`config.mk`:
```
export PLATFORM = sky130hd
export DESIGN_NAME = rc_pulse_demand_calibrator_flat
export DESIGN_NICKNAME = d
export VERILOG_FILES = /design/src/rtl/core/rcpdc_pkg.sv /design/src/rtl/core/rcpdc_ifs.sv /design/src/rtl/core/rcpdc_div.sv /design/src/rtl/core/rc_pulse_demand_calibrator.sv /design/src/flat_wrapper.sv
export SDC_FILE = /design/constraint.sdc
export NUM_CORES = 1
export LEC_CHECK = 0
export BUFFER_PORTS_ARGS = -buffer_cell sky130_fd_sc_hd__buf_2
export CAP_MARGIN = 20
export CORE_ASPECT_RATIO = 0.5
export CORE_MARGIN = 8
export CORE_UTILIZATION = 45
export CTS_BUF_LIST = sky130_fd_sc_hd__clkbuf_4
export CTS_CLUSTER_DIAMETER = 60
export CTS_CLUSTER_SIZE = 8
export DETAILED_ROUTE_END_ITERATION = 7
export GPL_TIMING_DRIVEN = 0
export PLACE_DENSITY = 0.75
export SYNTH_ARGS = -nofsm -noshare
export SYNTH_HDL_FRONTEND = slang
export SYNTH_SLANG_ARGS = --single-unit
export TNS_END_PERCENT = 1
```
`constraint.sdc`:
```
create_clock -name clk -period 6.7 [get_ports clk]
set_clock_uncertainty 0.2 [all_clocks]
set_input_delay 0.335 -clock clk [delete_from_list [all_inputs] [get_ports clk]]
set_output_delay 0.335 -clock clk [all_outputs]
set_load 0.01 [all_outputs]
```
`src/rtl/core/rcpdc_pkg.sv`:
```
// ----------------------------------------------------------------------------
// RC pulse demand calibrator package
// Payload types, register codes and divider sizing shared by the design and testbench files.
// ----------------------------------------------------------------------------
package rcpdc_pkg;

	localparam int WidthW   = 16;
	localparam int DemandW  = 32;
	localparam int FracBits = 16;
	localparam int DivSteps = DemandW;
	localparam int DivCntW  = $clog2(DivSteps);
	localparam int CfgIdxW  = 2;

	localparam logic [CfgIdxW-1:0] CfgStartShortest = 2'd0;
	localparam logic [CfgIdxW-1:0] CfgStartLongest  = 2'd1;

	localparam logic [WidthW-1:0] StartShortestRst = 16'd1250;
	localparam logic [WidthW-1:0] StartLongestRst  = 16'd1750;

	typedef struct packed {
		logic              mode;
		logic [WidthW-1:0] rise_capture;
		logic [WidthW-1:0] fall_capture;
	} item_t;

	typedef struct packed {
		logic [DemandW-1:0] demand;
		logic [WidthW-1:0]  pulse_width;
		logic [WidthW-1:0]  shortest_now;
		logic [WidthW-1:0]  longest_now;
		logic               range_zero;
	} result_t;

	typedef struct packed {
		logic busy;
		logic done;
	} div_status_t;

endpackage

```
`src/rtl/core/rcpdc_ifs.sv`:
```
// ----------------------------------------------------------------------------
// RC pulse demand calibrator channel interfaces
// Valid/ready channels for input items, results and register writes.
// ----------------------------------------------------------------------------
interface rcpdc_item_if;
	import rcpdc_pkg::*;
	logic  valid;
	logic  ready;
	item_t data;
	modport source (output valid, output data, input ready);
	modport sink (input valid, input data, output ready);
endinterface

interface rcpdc_result_if;
	import rcpdc_pkg::*;
	logic    valid;
	logic    ready;
	result_t data;
	modport source (output valid, output data, input ready);
	modport sink (input valid, input data, output ready);
endinterface

interface rcpdc_cfg_if;
	import rcpdc_pkg::*;
	logic               valid;
	logic               ready;
	logic [CfgIdxW-1:0] index;
	logic [WidthW-1:0]  data;
	modport source (output valid, output index, output data, input ready);
	modport sink (input valid, input index, input data, output ready);
endinterface

```
`src/rtl/core/rcpdc_div.sv`:
```
// ----------------------------------------------------------------------------
// RC pulse demand calibrator divider
// Restoring unsigned 32 by 16 divider, one quotient bit per cycle.
// ----------------------------------------------------------------------------
module rcpdc_div (
	input  logic                            clk,
	input  logic                            arst_n,
	input  logic                            start,
	input  logic [rcpdc_pkg::DemandW-1:0]   dividend,
	input  logic [rcpdc_pkg::WidthW-1:0]    divisor,
	output logic [rcpdc_pkg::DemandW-1:0]   quotient,
	output rcpdc_pkg::div_status_t          status
);
	import rcpdc_pkg::*;

	logic [DemandW-1:0] quo_q;
	logic [WidthW-1:0]  rem_q;
	logic [WidthW-1:0]  divisor_q;
	logic [DivCntW-1:0] cnt_q;
	logic               busy_q;
	logic               done_q;
	logic [WidthW:0]    trial;
	logic [WidthW:0]    diff;
	logic               ge;

	// The partial remainder stays below the divisor, so the shifted trial fits
	// one extra bit and the difference fits back into the remainder width.
	assign trial = {rem_q, quo_q[DemandW-1]};
	assign ge    = (trial >= {1'b0, divisor_q});
	assign diff  = trial - {1'b0, divisor_q};

	always_ff @(posedge clk or negedge arst_n) begin
		if (!arst_n) begin
			busy_q <= 1'b0;
			done_q <= 1'b0;
			cnt_q  <= '0;
		end else begin
			done_q <= 1'b0;
			if (start) begin
				busy_q <= 1'b1;
				cnt_q  <= '0;
			end else if (busy_q) begin
				cnt_q <= cnt_q + 1'b1;
				if (cnt_q == DivCntW'(DivSteps - 1)) begin
					busy_q <= 1'b0;
					done_q <= 1'b1;
				end
			end
		end
	end

	always_ff @(posedge clk) begin
		if (start) begin
			quo_q     <= dividend;
			rem_q     <= '0;
			divisor_q <= divisor;
		end else if (busy_q) begin
			quo_q <= {quo_q[DemandW-2:0], ge};
			rem_q <= ge ? diff[WidthW-1:0] : trial[WidthW-1:0];
		end
	end

	assign quotient    = quo_q;
	assign status.busy = busy_q;
	assign status.done = done_q;

endmodule

```
`src/rtl/core/rc_pulse_demand_calibrator.sv`:
```
// ----------------------------------------------------------------------------
// RC pulse demand calibrator
// Turns RC pulse edge captures into a self-calibrating speed demand.
// ----------------------------------------------------------------------------
// One item is handled at a time. For a measured pulse the calibration is
// updated at the item transfer itself; the PREP state then forms range and
// offset and starts the bit-serial divider, which produces one quotient bit
// per cycle; the DIV state takes the quotient when the divider is done, and
// the DONE state loads the result into the output register once it is free.
// A restart item or a zero range skips the divider. The next item is taken
// once the result is loaded, even while that result still waits for its
// transfer. Register writes are taken at any time.
module rc_pulse_demand_calibrator (
	input  logic                  clk,
	input  logic                  arst_n,
	rcpdc_cfg_if.sink             cfg,
	rcpdc_item_if.sink            item,
	rcpdc_result_if.source        result
);
	import rcpdc_pkg::*;

	typedef enum logic [1:0] {
		ST_IDLE,
		ST_PREP,
		ST_DIV,
		ST_DONE
	} state_t;

	state_t             state_q;
	logic [WidthW-1:0]  start_shortest_q;
	logic [WidthW-1:0]  start_longest_q;
	logic [WidthW-1:0]  longest_q;
	logic [WidthW-1:0]  shortest_q;
	logic [WidthW-1:0]  width_q;
	logic               mode_q;
	logic [DemandW-1:0] demand_q;
	logic               zero_q;
	result_t            out_q;
	logic               out_valid_q;

	logic [WidthW-1:0]  meas_width;
	logic [WidthW-1:0]  range;
	logic [WidthW-1:0]  offset;
	logic               item_xfer;
	logic               out_free;
	logic               div_start;
	logic [DemandW-1:0] div_quotient;
	div_status_t        div_status;

	assign cfg.ready  = 1'b1;
	assign item.ready = (state_q == ST_IDLE);
	assign item_xfer  = item.valid && item.ready;
	assign out_free   = !out_valid_q || result.ready;

	assign meas_width = item.data.fall_capture - item.data.rise_capture;
	assign range      = longest_q - shortest_q;
	assign offset     = width_q - shortest_q;
	assign div_start  = (state_q == ST_PREP) && !mode_q && (range != '0);

	rcpdc_div u_div (
		.clk      (clk),
		.arst_n   (arst_n),
		.start    (div_start),
		.dividend ({offset, {FracBits{1'b0}}}),
		.divisor  (range),
		.quotient (div_quotient),
		.status   (div_status)
	);

	always_ff @(posedge clk or negedge arst_n) begin
		if (!arst_n) begin
			start_shortest_q <= StartShortestRst;
			start_longest_q  <= StartLongestRst;
		end else if (cfg.valid && cfg.ready) begin
			case (cfg.index)
				CfgStartShortest: start_shortest_q <= cfg.data;
				CfgStartLongest:  start_longest_q  <= cfg.data;
				default:          ;
			endcase
		end
	end

	always_ff @(posedge clk or negedge arst_n) begin
		if (!arst_n) begin
			state_q     <= ST_IDLE;
			longest_q   <= StartLongestRst;
			shortest_q  <= StartShortestRst;
			out_valid_q <= 1'b0;
		end else begin
			if ((state_q == ST_DONE) && out_free) begin
				out_valid_q <= 1'b1;
			end else if (result.ready) begin
				out_valid_q <= 1'b0;
			end
			unique case (state_q)
				ST_IDLE: begin
					if (item_xfer) begin
						if (item.data.mode) begin
							longest_q  <= start_longest_q;
							shortest_q <= start_shortest_q;
						end else if (meas_width > longest_q) begin
							longest_q <= meas_width;
						end else if (meas_width < shortest_q) begin
							// The shortest only moves when the longest held.
							shortest_q <= meas_width;
						end
						state_q <= ST_PREP;
					end
				end
				ST_PREP: begin
					state_q <= div_start ? ST_DIV : ST_DONE;
				end
				ST_DIV: begin
					if (div_status.done) begin
						state_q <= ST_DONE;
					end
				end
				ST_DONE: begin
					if (out_free) begin
						state_q <= ST_IDLE;
					end
				end
				default: state_q <= ST_IDLE;
			endcase
		end
	end

	// Payload registers, no reset needed.
	always_ff @(posedge clk) begin
		if (item_xfer) begin
			mode_q  <= item.data.mode;
			width_q <= item.data.mode ? '0 : meas_width;
		end
		if (state_q == ST_PREP) begin
			demand_q <= '0;
			zero_q   <= !mode_q && (range == '0);
		end
		if ((state_q == ST_DIV) && div_status.done) begin
			demand_q <= div_quotient;
		end
		if ((state_q == ST_DONE) && out_free) begin
			out_q.demand       <= demand_q;
			out_q.pulse_width  <= width_q;
			out_q.shortest_now <= shortest_q;
			out_q.longest_now  <= longest_q;
			out_q.range_zero   <= zero_q;
		end
	end

	assign result.valid = out_valid_q;
	assign result.data  = out_q;

endmodule

```
`src/flat_wrapper.sv`:
```
// flat-port wrapper written by rule: the top's interface ports become plain ports
module rc_pulse_demand_calibrator_flat import rcpdc_pkg::*;
  (clk, arst_n, cfg_valid, cfg_index, cfg_data, cfg_ready, item_valid, item_data, item_ready, result_valid, result_data, result_ready);
  rcpdc_cfg_if cfg_i ();
  rcpdc_item_if item_i ();
  rcpdc_result_if result_i ();
  input  logic clk;
  input  logic arst_n;
  input wire logic [$bits(cfg_i.valid)-1:0] cfg_valid;
  input wire logic [$bits(cfg_i.index)-1:0] cfg_index;
  input wire logic [$bits(cfg_i.data)-1:0] cfg_data;
  output wire logic [$bits(cfg_i.ready)-1:0] cfg_ready;
  input wire logic [$bits(item_i.valid)-1:0] item_valid;
  input wire logic [$bits(item_i.data)-1:0] item_data;
  output wire logic [$bits(item_i.ready)-1:0] item_ready;
  output wire logic [$bits(result_i.valid)-1:0] result_valid;
  output wire logic [$bits(result_i.data)-1:0] result_data;
  input wire logic [$bits(result_i.ready)-1:0] result_ready;
  assign cfg_i.valid = cfg_valid;
  assign cfg_i.index = cfg_index;
  assign cfg_i.data = cfg_data;
  assign cfg_ready = cfg_i.ready;
  assign item_i.valid = item_valid;
  assign item_i.data = item_data;
  assign item_ready = item_i.ready;
  assign result_valid = result_i.valid;
  assign result_data = result_i.data;
  assign result_i.ready = result_ready;
  rc_pulse_demand_calibrator u_core (.clk(clk), .arst_n(arst_n), .cfg(cfg_i), .item(item_i), .result(result_i));
endmodule
```
==> results.ini <==
[yosys]
synth-main-ff-cell=edfxtp_1
synth_edf_count=163
synthCells=1202
async_flop_share_pct=27.5
ys_warn_count=0
ys_types=69
yosys_register_bits=269
syn-num-nets=1360
syn-cell-area_um2=13700
yosysSeqAreaShare_pct=54.1
syn_area_per_cell_um2=11.4

[finish]
nets=1569
nFillCells=2650
synthToLayoutAreaGrowth_pct=15.2
drive_above_1_share_pct=20.9
final_common_cell=edfxtp_1
final_cell_mix=edfxtp_1 (163), buf_2 (140), nor2_1 (120)

[floorplan]
die_h_um=139
coreArea_um2=30200
ios=140
start_util_pct=45.4
dieArea_um2=36700
row_count=45
die_x_um=263

[critical_path]
cpPeakStageDelay_ns=0.70
critical_path_class=primary input to register
critical_path.startpoint_type=primary input
crit_fanout=10
rrSetupSlack_ns=2.30
worstPathArrival_ns=6.07
worstPathRequired_ns=7.08
cp_slowest_cell=o41ai_1
crit_path_end_kind=register
path_cells=buf_2 > inv_1 > ha_1 > inv_1 > fa_1 > a21o_1 > a21oi_1 > nor2b_1 > o211a_1 > o41ai_1 > o21ai_0 > o21a_1 > nor2_1 > xnor2_1 > ha_1 > nand4_1 > nor3_1 > nand4_1 > o211ai_1 > nand3_1 > o41ai_1 > clkbuf_1 > nor2_1 > a31oi_1

[pwr]
leakage_uw=0.00702
cellPowerDensity_nw_per_um2=512
ir_drop_uv=172

[clocking]
clock_latency_ns=0.66
clock-root-buffer=clkbuf_4
ctsResizeCount=0
cts_setup_buffers=0
cts_tree=done
clock-sinks=269
numCtsBuffers=39
path_clk_slew_ns=0.10
htreeDepth=2
clk_path_buf_depth=3
ctsHoldBuffers=25

[timing]
fin_crit_ns=5.68
fin_crit_sh_pct=84.8
slew_violations=0
fin_setup_tns_ns=0
slew_headroom_pct=31.2
worst_pin_slew_ns=1.03
rsz0062_at_grt=false
setup_viol=0
hold_viol=0
fmax_ghz=0.176
finalWorstSetupSlack_ns=1.02

[routing]
first_iter_violations=487
routedWlPerCell_um=17.8
ant_nets=0
via_per_inst=5.31
drt-total-wl_um=32800
drc=0
firstDrtPassIters=5
vias=9774

[grt]
grt_usage_pct=17.4
grt_pass1_wl_um=52300
grt_pass1_vias=9902
grt_max_degree=66
gr-total-overflow=0
antenna_found_initial=1

[place]
place.gp.congestion=0.908
numPortBuffers=138
dpl.hpwl_um=25300
place_ws_ns=0.310

[worst_hold_path]
hp-class=primary input to register

[status]
status=finished clean

[job]
max_cap_viol_count=0

## logic make-up after synthesis
| kind of cell | count (synthesis) | synth area share (%) |
|---|---|---|
| and+or+nand+nor | 340 | 12.2 |
| DFF | 269 | 54.1 |
| buffers and inverters | 131 | 3.75 |
| xor gates and xnor gates | 48 | 3.07 |
| muxes | 81 | 6.22 |
| other | 1 | 0.0273 |
| adders and majority gates | 102 | 9.52 |
| AOI/OAI and AO/OA | 230 | 11.1 |
## final timing paths
path	end	cells past startpoint	start
min reg2reg	u_core.result.data[80]$_DFFE_PP_	0	u_core.demand_q[31]$_SDFFCE_PN0P_
min in group asynchronous	u_core.shortest_q[7]$_DFFE_PN1P_	3	arst_n
max in group asynchronous	u_core.shortest_q[4]$_DFFE_PN0P_	4	arst_n
max reg2reg	u_core.u_div.quotient[22]$_DFFE_PP_	11	u_core.shortest_q[1]$_DFFE_PN1P_
max	u_core.shortest_q[12]$_DFFE_PN0P_	24	item_data[0]
min	u_core.width_q[0]$_SDFFCE_PP0P_	3	item_data[16]
## cells in the mapped netlist, types with 4 or more instances
cell / count / area share [%]
a211oi_1: 6 / 0.33
a211oi_2: 11 / 1.0
a21o_1: 14 / 0.77
a21oi_1: 89 / 3.2
a31oi_1: 13 / 0.59
and2_1: 5 / 0.23
and3_1: 38 / 1.7
and4_1: 4 / 0.26
clkbuf_1: 30 / 0.82
dfrtp_1: 50 / 9.1
dfstp_2: 24 / 4.6
dfxtp_1: 32 / 4.7
edfxtp_1: 163 / 36
fa_1: 4 / 0.58
ha_1: 98 / 8.9
inv_1: 95 / 2.6
mux2_2: 34 / 2.8
mux2i_1: 47 / 3.4
nand2_1: 68 / 1.9
nand2b_1: 16 / 0.73
nand3_1: 10 / 0.36
nand3b_1: 4 / 0.22
nand4_1: 8 / 0.36
nor2_1: 120 / 3.3
nor2b_1: 26 / 1.2
nor3_1: 16 / 0.58
o2111ai_1: 6 / 0.38
o211ai_1: 4 / 0.22
o21a_1: 15 / 0.82
o21ai_0: 34 / 1.2
o31a_1: 4 / 0.26
o41ai_1: 5 / 0.32
or3_1: 7 / 0.32
xnor2_1: 32 / 2.0
xor2_1: 16 / 1.0
## power breakdown
group / switching [uW] / leakage, uW / internal (uW)
logic: 2370 / 0.00403 / 1680
clock network: 555 / 0.000326 / 466
registers: 376 / 0.00267 / 2630
## routing by layer
metal  global-route usage, %  share of wire (%)
met5                       0                  0
met3                    3.87                5.8
met4                    4.78                1.9
met1                    22.2                 44
met2                    29.8                 49
## layout make-up
cell class,count,area (um^2),share of cell area (%)
Multi-Input combinational cell,802,5790,36.6
Clock buffer,70,526,3.33
Buffer,36,158,0.998
Timing Repair Buffer,168,1040,6.61
Inverter,95,357,2.26
Clock inverter,1,5.00,0.0317
Tap cell,399,499,3.16
Antenna cell,1,2.50,0.0158
Sequential cell,269,7420,47.0
## state kept, by name (all words and copies together) (netlist names)
signal,flops
u_core.u_div.cnt_q,5
u_core.u_div.done_q,1
u_core.width_q,16
u_core.state_q,2
u_core.mode_q,1
u_core.start_shortest_q,16
u_core.result.valid,1
u_core.u_div.divisor_q,16
u_core.demand_q,32
u_core.u_div.rem_q,16
u_core.result.data,81
u_core.longest_q,16
u_core.shortest_q,16
u_core.zero_q,1
u_core.start_longest_q,16
u_core.u_div.busy_q,1
u_core.u_div.quotient,32
## metrics by stage
stage               cell area [um^2]  utilization (%)  hold WS [ns]  instances  power (uW)
floorplan                      13700                -        -0.161       1202        5850
global placement               14900             49.4         0.202       1739        6880
detailed placement             15000             49.7       -0.0118       1744        7070
CTS                            15800             52.3        0.0456       1840        8120
global route                   15800             52.3        0.0586       1841        8700
finish                         15800             52.3        0.0883       1841        8080
## worst max-delay path, delay by kind of cell
| kind | cells | cell delay [ns] |
|---|---|---|
| and+or+nand+nor | 7 | 1.16 |
| xor gates and xnor gates | 1 | 0.15 |
| buffers and inverters | 4 | 0.65 |
| AOI/OAI and AO/OA | 9 | 2.89 |
| adders and majority gates | 3 | 0.89 |
Note: power is estimated with default switching activity, not from simulation.
